**config.mk**
```make
export PLATFORM = sky130hd
export DESIGN_NAME = bitmap_contiguous_run_allocator
export DESIGN_NICKNAME = d
export VERILOG_FILES = /design/src/rtl/bcra_pkg.sv /design/src/rtl/bcra_ram.sv /design/src/rtl/bitmap_contiguous_run_allocator.sv
export SDC_FILE = /design/constraint.sdc
export NUM_CORES = 2
export LEC_CHECK = 0
export ABC_AREA = 1
export BUFFER_PORTS_ARGS = -buffer_cell sky130_fd_sc_hd__buf_2
export CAP_MARGIN = 20
export CORE_MARGIN = 2
export CORE_UTILIZATION = 60
export CTS_CLUSTER_SIZE = 24
export DETAILED_ROUTE_END_ITERATION = 16
export PLACE_DENSITY = 0.74
export SLEW_MARGIN = 40
export SYNTH_ARGS = -nofsm -noshare
export SYNTH_HDL_FRONTEND = slang
export SYNTH_SLANG_ARGS = --single-unit
```
**constraint.sdc**
```tcl
create_clock -name clock -period 38.2 [get_ports clock]
set_input_delay 7.64 -clock clock [delete_from_list [all_inputs] [get_ports clock]]
set_output_delay 7.64 -clock clock [all_outputs]
set_load 0.005 [all_outputs]
```
**src/rtl/bcra_pkg.sv**
```systemverilog
// shared types and constants of the contiguous run allocator
// no dependencies
`default_nettype none

package bcra_pkg;

   // field widths of the item, result and register port
   localparam int ENTRY_INDEX_W = 10;
   localparam int RUN_LENGTH_W  = 11;
   localparam int START_W       = 10;
   localparam int POLICY_W      = 2;
   localparam int CSR_INDEX_W   = 1;
   localparam int CSR_DATA_W    = 11;

   // register indexes
   localparam logic [CSR_INDEX_W-1:0] CSR_FIT_POLICY     = 1'b0;
   localparam logic [CSR_INDEX_W-1:0] CSR_ENTRIES_IN_USE = 1'b1;

   // register reset values
   localparam logic [POLICY_W-1:0]     POLICY_RESET  = 2'd0;
   localparam logic [RUN_LENGTH_W-1:0] ENTRIES_RESET = 11'd1024;

   // fit policy codes, the two upper codes both mean worst fit
   localparam logic [POLICY_W-1:0] POLICY_FIRST = 2'd0;
   localparam logic [POLICY_W-1:0] POLICY_BEST  = 2'd1;

   // item mode codes
   localparam logic MODE_WRITE  = 1'b0;
   localparam logic MODE_SEARCH = 1'b1;

   // controller states
   typedef enum logic [3:0] {
      ST_CLEAR = 4'b0001,
      ST_IDLE  = 4'b0010,
      ST_SCAN  = 4'b0100,
      ST_DONE  = 4'b1000
   } state_type;

endpackage

`default_nettype wire

```
**src/rtl/bcra_ram.sv**
```systemverilog
// generic simple dual-port ram, one write and one registered read port
// no dependencies
`default_nettype none

module bcra_ram #(
   parameter int WIDTH = 1,
   parameter int DEPTH = 1024
) (
   input  logic                     clock,
   input  logic                     wr_en,
   input  logic [$clog2(DEPTH)-1:0] wr_addr,
   input  logic [WIDTH-1:0]         wr_data,
   input  logic                     rd_en,
   input  logic [$clog2(DEPTH)-1:0] rd_addr,
   output logic [WIDTH-1:0]         rd_data
);

   logic [WIDTH-1:0] mem [DEPTH];
   logic [WIDTH-1:0] rd_data_ff;

   // write port
   always_ff @(posedge clock) begin
      if (wr_en) begin
         mem[wr_addr] <= wr_data;
      end
   end

   // registered read port
   always_ff @(posedge clock) begin
      if (rd_en) begin
         rd_data_ff <= mem[rd_addr];
      end
   end

   assign rd_data = rd_data_ff;

endmodule

`default_nettype wire

```
**src/rtl/bitmap_contiguous_run_allocator.sv**
```systemverilog
// Contiguous free-run allocator over a used/free bitmap held in one ram.
// After reset the map is cleared one entry a cycle, and req_ready stays low
// until that clearing pass is done; register writes are taken at any time. A write
// item changes one map bit and its result (found 0, start 0) goes through the done
// state into the output register; no new item is accepted until that result has
// been loaded there. A search item scans entries 0 to n-1 (n = entries_in_use,
// capped at MAP_ENTRIES), one entry a cycle from the ram's read port, plus one
// closing step, and its result goes through the done state in the same manner.
// A finished result sits in an output register, and the next item is accepted
// while it waits to be taken.
`default_nettype none

module bitmap_contiguous_run_allocator #(
   parameter int MAP_ENTRIES = 1024
) (
   input  logic                               clock,
   input  logic                               reset,
   input  logic                               req_valid,
   output logic                               req_ready,
   input  logic                               req_mode,
   input  logic [bcra_pkg::ENTRY_INDEX_W-1:0] req_entry_index,
   input  logic                               req_entry_used,
   input  logic [bcra_pkg::RUN_LENGTH_W-1:0]  req_run_length,
   output logic                               rsp_valid,
   input  logic                               rsp_ready,
   output logic                               rsp_found,
   output logic [bcra_pkg::START_W-1:0]       rsp_start_index,
   input  logic                               csr_write_enable,
   input  logic [bcra_pkg::CSR_INDEX_W-1:0]   csr_index,
   input  logic [bcra_pkg::CSR_DATA_W-1:0]    csr_write_data
);

   import bcra_pkg::*;

   localparam int AW = $clog2(MAP_ENTRIES);
   localparam int CW = $clog2(MAP_ENTRIES + 1);
   localparam logic [AW-1:0] MAP_LAST = AW'(MAP_ENTRIES - 1);

   state_type state_ff, state_in;

   logic [AW-1:0]           clr_ptr_ff, clr_ptr_in;
   logic [POLICY_W-1:0]     fit_policy_ff, fit_policy_in;
   logic [RUN_LENGTH_W-1:0] entries_in_use_ff, entries_in_use_in;

   logic [RUN_LENGTH_W-1:0] need_ff, need_in;
   logic [CW-1:0]           scan_n_ff, scan_n_in;
   logic [CW-1:0]           rd_ptr_ff, rd_ptr_in;
   logic                    iss_done_ff, iss_done_in;
   logic                    p_vld_ff, p_vld_in;
   logic                    p_end_ff, p_end_in;
   logic [AW-1:0]           p_idx_ff, p_idx_in;

   logic [AW-1:0] run_start_ff, run_start_in;
   logic [CW-1:0] run_len_ff, run_len_in;
   logic [AW-1:0] chosen_start_ff, chosen_start_in;
   logic [CW-1:0] chosen_len_ff, chosen_len_in;
   logic          have_ff, have_in;

   logic          res_found_ff, res_found_in;
   logic [AW-1:0] res_start_ff, res_start_in;

   logic               rsp_valid_ff, rsp_valid_in;
   logic               rsp_found_ff, rsp_found_in;
   logic [START_W-1:0] rsp_start_ff, rsp_start_in;

   logic          req_take;
   logic          rsp_load;
   logic [31:0]   idx_wide;
   logic [31:0]   eiu_wide;
   logic          idx_in_map;
   logic          issue;
   logic          ram_wr_en;
   logic [AW-1:0] ram_wr_addr;
   logic          ram_wr_data;
   logic          ram_rd_en;
   logic          ram_rd_data;
   logic          is_free;
   logic          len_ok;
   logic          better;
   logic          take;
   logic [31:0]   start_wide;

   // map storage
   bcra_ram #(
      .WIDTH (1),
      .DEPTH (MAP_ENTRIES)
   ) u_map_ram (
      .clock   (clock),
      .wr_en   (ram_wr_en),
      .wr_addr (ram_wr_addr),
      .wr_data (ram_wr_data),
      .rd_en   (ram_rd_en),
      .rd_addr (rd_ptr_ff[AW-1:0]),
      .rd_data (ram_rd_data)
   );

   // handshakes
   assign req_ready = (state_ff == ST_IDLE);
   assign req_take  = req_valid && req_ready;
   assign rsp_load  = (state_ff == ST_DONE) && (!rsp_valid_ff || rsp_ready);

   // write address and range check
   assign idx_wide   = 32'(req_entry_index);
   assign idx_in_map = (idx_wide < 32'(MAP_ENTRIES));
   assign eiu_wide   = 32'(entries_in_use_ff);

   // ram write port: clearing pass or item write
   always_comb begin
      if (state_ff == ST_CLEAR) begin
         ram_wr_en   = 1'b1;
         ram_wr_addr = clr_ptr_ff;
         ram_wr_data = 1'b0;
      end else begin
         ram_wr_en   = req_take && (req_mode == MODE_WRITE) && idx_in_map;
         ram_wr_addr = idx_wide[AW-1:0];
         ram_wr_data = req_entry_used;
      end
   end

   // scan issue stage, the last step past the scan end reads nothing
   assign issue     = (state_ff == ST_SCAN) && !iss_done_ff;
   assign ram_rd_en = issue && (rd_ptr_ff != scan_n_ff);

   // run tracking step on the entry returned by the ram
   assign is_free = p_vld_ff && !p_end_ff && !ram_rd_data;
   assign len_ok  = (32'(run_len_ff) >= 32'(need_ff));
   assign better  = (fit_policy_ff == POLICY_BEST) ? (run_len_ff < chosen_len_ff)
                                                   : (run_len_ff > chosen_len_ff);
   assign take    = p_vld_ff && !is_free && (run_len_ff != '0) && len_ok &&
                    (!have_ff || ((fit_policy_ff != POLICY_FIRST) && better));

   // configuration registers
   always_comb begin
      fit_policy_in     = fit_policy_ff;
      entries_in_use_in = entries_in_use_ff;
      if (csr_write_enable) begin
         unique case (csr_index)
            CSR_FIT_POLICY:     fit_policy_in     = csr_write_data[POLICY_W-1:0];
            CSR_ENTRIES_IN_USE: entries_in_use_in = csr_write_data[RUN_LENGTH_W-1:0];
            default: ;
         endcase
      end
   end

   // controller
   always_comb begin
      state_in        = state_ff;
      clr_ptr_in      = clr_ptr_ff;
      need_in         = need_ff;
      scan_n_in       = scan_n_ff;
      rd_ptr_in       = rd_ptr_ff;
      iss_done_in     = iss_done_ff;
      p_vld_in        = issue;
      p_end_in        = (rd_ptr_ff == scan_n_ff);
      p_idx_in        = rd_ptr_ff[AW-1:0];
      run_start_in    = run_start_ff;
      run_len_in      = run_len_ff;
      chosen_start_in = chosen_start_ff;
      chosen_len_in   = chosen_len_ff;
      have_in         = have_ff;
      res_found_in    = res_found_ff;
      res_start_in    = res_start_ff;

      unique case (state_ff)
         ST_CLEAR: begin
            clr_ptr_in = clr_ptr_ff + 1'b1;
            if (clr_ptr_ff == MAP_LAST) begin
               state_in = ST_IDLE;
            end
         end
         ST_IDLE: begin
            if (req_take) begin
               if (req_mode == MODE_WRITE) begin
                  res_found_in = 1'b0;
                  res_start_in = '0;
                  state_in     = ST_DONE;
               end else begin
                  need_in   = (req_run_length == '0) ? RUN_LENGTH_W'(1) : req_run_length;
                  scan_n_in = (eiu_wide > 32'(MAP_ENTRIES)) ? CW'(MAP_ENTRIES)
                                                            : CW'(eiu_wide);
                  rd_ptr_in       = '0;
                  iss_done_in     = 1'b0;
                  run_start_in    = '0;
                  run_len_in      = '0;
                  chosen_start_in = '0;
                  chosen_len_in   = '0;
                  have_in         = 1'b0;
                  state_in        = ST_SCAN;
               end
            end
         end
         ST_SCAN: begin
            // advance the read pointer up to the closing step
            if (issue) begin
               if (rd_ptr_ff == scan_n_ff) begin
                  iss_done_in = 1'b1;
               end else begin
                  rd_ptr_in = rd_ptr_ff + 1'b1;
               end
            end
            // fold the returned entry into the current run
            if (p_vld_ff) begin
               if (is_free) begin
                  if (run_len_ff == '0) begin
                     run_start_in = p_idx_ff;
                  end
                  run_len_in = run_len_ff + 1'b1;
               end else begin
                  if (take) begin
                     chosen_start_in = run_start_ff;
                     chosen_len_in   = run_len_ff;
                     have_in         = 1'b1;
                  end
                  run_len_in = '0;
               end
               if (p_end_ff) begin
                  res_found_in = have_ff || take;
                  res_start_in = take ? run_start_ff : (have_ff ? chosen_start_ff : '0);
                  state_in     = ST_DONE;
               end
            end
         end
         ST_DONE: begin
            if (rsp_load) begin
               state_in = ST_IDLE;
            end
         end
         default: state_in = ST_IDLE;
      endcase
   end

   // output register
   assign start_wide = 32'(res_start_ff);
   always_comb begin
      rsp_valid_in = rsp_valid_ff && !rsp_ready;
      rsp_found_in = rsp_found_ff;
      rsp_start_in = rsp_start_ff;
      if (rsp_load) begin
         rsp_valid_in = 1'b1;
         rsp_found_in = res_found_ff;
         rsp_start_in = start_wide[START_W-1:0];
      end
   end

   // control registers
   always_ff @(posedge clock) begin
      if (reset) begin
         state_ff          <= ST_CLEAR;
         clr_ptr_ff        <= '0;
         fit_policy_ff     <= POLICY_RESET;
         entries_in_use_ff <= ENTRIES_RESET;
         iss_done_ff       <= 1'b0;
         p_vld_ff          <= 1'b0;
         rsp_valid_ff      <= 1'b0;
      end else begin
         state_ff          <= state_in;
         clr_ptr_ff        <= clr_ptr_in;
         fit_policy_ff     <= fit_policy_in;
         entries_in_use_ff <= entries_in_use_in;
         iss_done_ff       <= iss_done_in;
         p_vld_ff          <= p_vld_in;
         rsp_valid_ff      <= rsp_valid_in;
      end
   end

   // datapath registers
   always_ff @(posedge clock) begin
      need_ff         <= need_in;
      scan_n_ff       <= scan_n_in;
      rd_ptr_ff       <= rd_ptr_in;
      p_end_ff        <= p_end_in;
      p_idx_ff        <= p_idx_in;
      run_start_ff    <= run_start_in;
      run_len_ff      <= run_len_in;
      chosen_start_ff <= chosen_start_in;
      chosen_len_ff   <= chosen_len_in;
      have_ff         <= have_in;
      res_found_ff    <= res_found_in;
      res_start_ff    <= res_start_in;
      rsp_found_ff    <= rsp_found_in;
      rsp_start_ff    <= rsp_start_in;
   end

   assign rsp_valid       = rsp_valid_ff;
   assign rsp_found       = rsp_found_ff;
   assign rsp_start_index = rsp_start_ff;

endmodule

`default_nettype wire

```
## Word-level counts from Yosys, hierarchy flattened

Memory sizes are Yosys's and may differ from the RTL's. A register that Yosys moved wholly into a read port is not among the register bits.
Index checks and enable logic that the tools add are counted.

- Register bits: 139
- RAM bits: 1024
- Input bits: 40
- Output and inout bits: 13
- Word-level logic and storage cells: 150
- Memories kept: 1

Memories:

| memory | words | bits a word | read ports | clocked after Yosys merged registers in | write ports | line | RTL |
|---|---|---|---|---|---|---|---|
| u_map_ram.mem | 1024 | 1 | 1 | 1 | 1 | bcra_ram.sv:18 | `logic [WIDTH-1:0] mem [DEPTH];` |

- Add/subtract/negate cells: 3
- Order comparisons: 5
- Equal/unequal tests: 22
- Mux-type cells: 57
- Bitwise gates (word level): 2
- Reductions and logical operators: 39

Operators by type and width:

| kind | count |
|---|---|
| 2-to-1 mux 10 bit | 15 |
| 2-to-1 mux 11 bit | 9 |
| one-hot mux 11 bit (2 select lines) | 3 |
| one-hot mux 10 bit (2 select lines) | 3 |
| 2-to-1 mux 4 bit | 6 |
| adder 11 x 1 -> 11 bit, second input constant | 2 |
| zero test 11 bit | 2 |
| != test 2 bit, second input constant | 10 |
| AND reduction 5 bit | 4 |
| 2-to-1 mux 1 bit | 17 |
| one-hot mux 4 bit (4 select lines) | 1 |
| logical AND 1 bit | 14 |
| AND reduction 6 bit | 2 |
| equality test 11 bit | 1 |
| >= comparator 11 bit | 1 |
| greater-than comparator 11 bit | 1 |
| greater-than comparator 11 bit, second input constant | 1 |
| less-than comparator 10 x 11 -> 1 bit, second input constant | 1 |
| less-than comparator 11 bit | 1 |
| != test 11 bit | 1 |
| nonzero test 11 bit | 1 |
| adder 10 x 1 -> 10 bit, second input constant | 1 |
| equality test 10 bit, second input constant | 1 |
| != test 2 x 1 -> 1 bit, second input constant | 4 |
| other kinds (13) | 26 |

## Depth between registers and ports, before layout

- Word-level depth: 12
- Gate-level depth with buffers: 22
- Mapped depth without buffers: 21

## Cells and area by module

From an unflattened synthesis, not the netlist that was laid out.

- Cells, all modules: 5369
- Area total of the unflattened synthesis: 52865.7 um^2

By module, submodules not included:

| module | times used | cells each | area an instance (um^2) | sequential area each (um^2) |
|---|---|---|---|---|
| bcra_ram | 1 | 4679 | 46402.0 | 30779.5 |
| bitmap_contiguous_run_allocator | 1 | 690 | 6463.7 | 3763.6 |

## Least setup slack after synthesis

No wires, ideal clock.

- Path kind: in2reg
- Start point: input req_entry_used
- End point: memory u_map_ram.mem[0] (data pin)
- Library setup time: 4.946 ns
- Arrival time: 30.933 ns
- Data required time: 33.254 ns
- Path slack: 2.321 ns
- Stages: 2
- Buffers on the path: 0
- Cell sequence: inv_1 -> nor2_1

- Longest elaborated chain between the ends: 1

Ends and longest elaborated chain:

| element | line | RTL |
|---|---|---|
| start: declaration | bitmap_contiguous_run_allocator.sv:22 | `input logic req_entry_used,` |
| 2-to-1 mux 1 bit | bitmap_contiguous_run_allocator.sv:109 | `if (state_ff == ST_CLEAR) begin` |
| net ram_wr_data | bitmap_contiguous_run_allocator.sv:74 | `logic ram_wr_data;` |
| end: declaration | bcra_ram.sv:18 |  |

The timed path passes the listed nets, and every way through them passes these cells.

## Worst setup path in the final report

- Start point: input req_entry_used
- End point: memory u_map_ram.mem[547] (data pin)

Same word-level chain as after synthesis.

==> metrics.txt <==
1st-iter DRT viols 5101; placed instance count 6464; Port Buffer Count 52; CTS tree done; Top FF cell, synth edfxtp_1; Worst Slack Setup Final 28.19 ns; Non-Filler Instances 6684; 1st-pass router iterations 6; RSZ-0062 raised after global routing false; H-tree Lvls 3; share of cells above drive strength 1 0.0754; MaxCap Viol Count 0; CP Launch Type primary input; Critical Path Sink Type flop; Most Frequent Cell on Critical Path buf_6; Core ar. 0.0881 mm^2; Mapped Area 0.0532 mm^2; worst-path maximum fanout 115; slowest CP cell buf_4; Initial Util 0.604; Tmin final 10.01 ns; Vias per Instance 5.91; Setup Slack @ Placement 27.00 ns; synthesis-stage register bit count 1164; Syn Area/Cell 9.49 um^2; reg2reg setup slack 33.22 ns; worst-margin pin slew 0.865 ns; Syn Inst Count 5608; count leader, synth nor2_1; clock transition at the registers of the reported paths 0.06 ns; Worst EP required 38.60 ns; first-pass GRT wire length 213000 um; post-CTS setup buffers 0; Vias 39500; Fillers 6831; CTS buffer count 117; Relative slew margins 0.423; clock root buffer clkbuf_16; vias in the first global route 36600; largest cells by area after synthesis edfxtp_1 63%, nor2_1 12%, nand2_1 6.6%; # nets final 5486; Setup-failing EPs final 0; largest net degree at the start of global routing 151; fmax 99.9 MHz; Slowest Stage Delay on Critical Path 0.74 ns; Post-synth EDFFs 1123; DRC Markers 0; DRT antenna net count 0; drt total wl 143000 um; chip width 302 um; Slew Limit Fails 0; I/O Pins 53; synth unique cells 44; hold_sp res_start_ff[2]$_SDFFCE_PN0P_; worst path buffer plus inverter count 6; Area growth syn-to-layout 8.72%; GPL Wtd Cong 0.829; power per cell area 48.0 mW/mm^2; final hold violations 0; worst-case clock buffer depth 3; DIE AREA 0.0911 mm^2; reg2reg start rd_ptr_ff[0]$_SDFFCE_PN0P_; cell depth of the worst hold path 0; Post-CTS Resized 0; Die H 302 um; Async SR Flop Fraction 0; Util after Layout 0.657; Lkg Pwr 0.0204 uW; total negative slack 0 ns; Peak VDD IR 0.0420 mV; initial antenna violation count 2; crit-path cells buf_2 > inv_1 > nor2_4 > buf_6 > buf_6 > buf_6 > buf_4; Sink Count 1164; row cnt 109; skew final 0.0278 ns; Hold EP rsp_start_index[2]$_DFFE_PP_; top cells by count, synth 1675 x nor2_1, 1123 x edfxtp_1, 933 x nand2_1, 383 x o21ai_0, 358 x nand3_1; Yosys Warn Count 0; GRT Util Overall 0.311; critical path class primary input to flop; crit share post-route 0.262; Worst-Skew Late Latency 0.72 ns; post-DP HPWL 73200 um; CTS Hold Buffers Added 0; part of the Yosys area used for sequential elements 0.649; post-synth top area share 0.633; Worst EP arrival 10.41 ns; family with the most delay on the worst path buffers and inverters; Hold WC Path Type flop to flop; cells on worst reg2reg path 19; status complete, no violations; grt ovf 0; largest area contributor in the netlist edfxtp_1; Mapped Nets 5674; Worst R2R End u_map_ram.rd_data$_DFFE_PP_; Avg WL per Cell 21.3 um
cells by family (layout without fill, tap and decap cells):
kind of cell | after synthesis | count (layout) | synth area share
AND/OR/NAND/NOR | 3051 | 3051 | 0.228
multiplexers | 1 | 1 | 0.000188
other | 0 | 2 | 0
buffers and inverters | 784 | 693 | 0.0570
flip-flops | 1164 | 1164 | 0.649
adder cells (fa/ha/maj) | 26 | 26 | 0.00611
XOR/XNOR | 13 | 13 | 0.00214
AO/OA/AOI/OAI | 569 | 569 | 0.0576
stage by stage:
stage          total power [uW]  hold slack (ns)  cell area, um^2
2_1_floorplan              1670            0.346            53200
3_3_place_gp               1690            0.388            53900
3_5_place_dp               1700            0.406            54200
4_1_cts                    2780            0.419            57800
5_1_grt                    2840            0.434            57900
6_report                   2780            0.418            57900
cell usage in the layout (no fill, tap or decap), drive strengths merged, types with 12 or more instances in the layout:
cell type	count
nor2	1689
edfxtp	1123
nand2	933
o21ai	391
nand3	361
inv	354
clkbuf	146
buf	123
a21oi	100
clkinv	62
o211ai	48
dfxtp	41
nor3	31
ha	26
o22ai	16
nor4	15
xor2	12
or2	12
final cells by class:
class	instances	area [um^2]	area share
antenna	2	5.00	0.0000865
inverter	354	1340	0.0232
clock inverter	70	523	0.00904
multi-input combinational	3660	16000	0.276
timing repair buffer	123	923	0.0160
sequential	1164	34500	0.597
clock buffer	146	3120	0.0539
tap	1165	1460	0.0252
power by group:
group          switching [uW]  internal, uW  leakage [uW]  total, uW
combinational             205          30.2       0.00787        235
sequential               3.20          1440        0.0107       1440
clock                     480           621       0.00181       1100
worst max path at each step:
stage | depth (start not counted) | start | endpoint
after CTS | 7 | req_entry_used | u_map_ram.mem[636]$_DFFE_PP_
after detailed placement | 7 | req_entry_used | u_map_ram.mem[318]$_DFFE_PP_
after floorplan | 2 | req_entry_used | u_map_ram.mem[0]$_DFFE_PP_
after global routing | 7 | req_entry_used | u_map_ram.mem[288]$_DFFE_PP_
final | 7 | req_entry_used | u_map_ram.mem[547]$_DFFE_PP_
after global placement | 7 | req_entry_used | u_map_ram.mem[316]$_DFFE_PP_
routing by layer:
metal	vias up	share of wire	GRT usage
met2	2083	0.47	0.501
met1	18900	0.38	0.415
met5	-	0.00020	0
met3	371	0.11	0.0592
met4	4	0.045	0.138
li1	18100	-	-
state kept, by name, indices dropped and copies added (netlist names):
signal / count
run_len_ff: 11
clr_ptr_ff: 10
u_map_ram.rd_data: 1
entries_in_use_ff: 11
rsp_found: 1
state_ff: 4
rsp_valid: 1
have_ff: 1
iss_done_ff: 1
fit_policy_ff: 2
run_start_ff: 10
need_ff: 11
chosen_len_ff: 11
p_vld_ff: 1
chosen_start_ff: 10
u_map_ram.mem: 1024
res_start_ff: 10
p_end_ff: 1
rd_ptr_ff: 11
rsp_start_index: 10
res_found_ff: 1
scan_n_ff: 11
p_idx_ff: 10
Note: power is estimated with default switching activity, not from simulation.
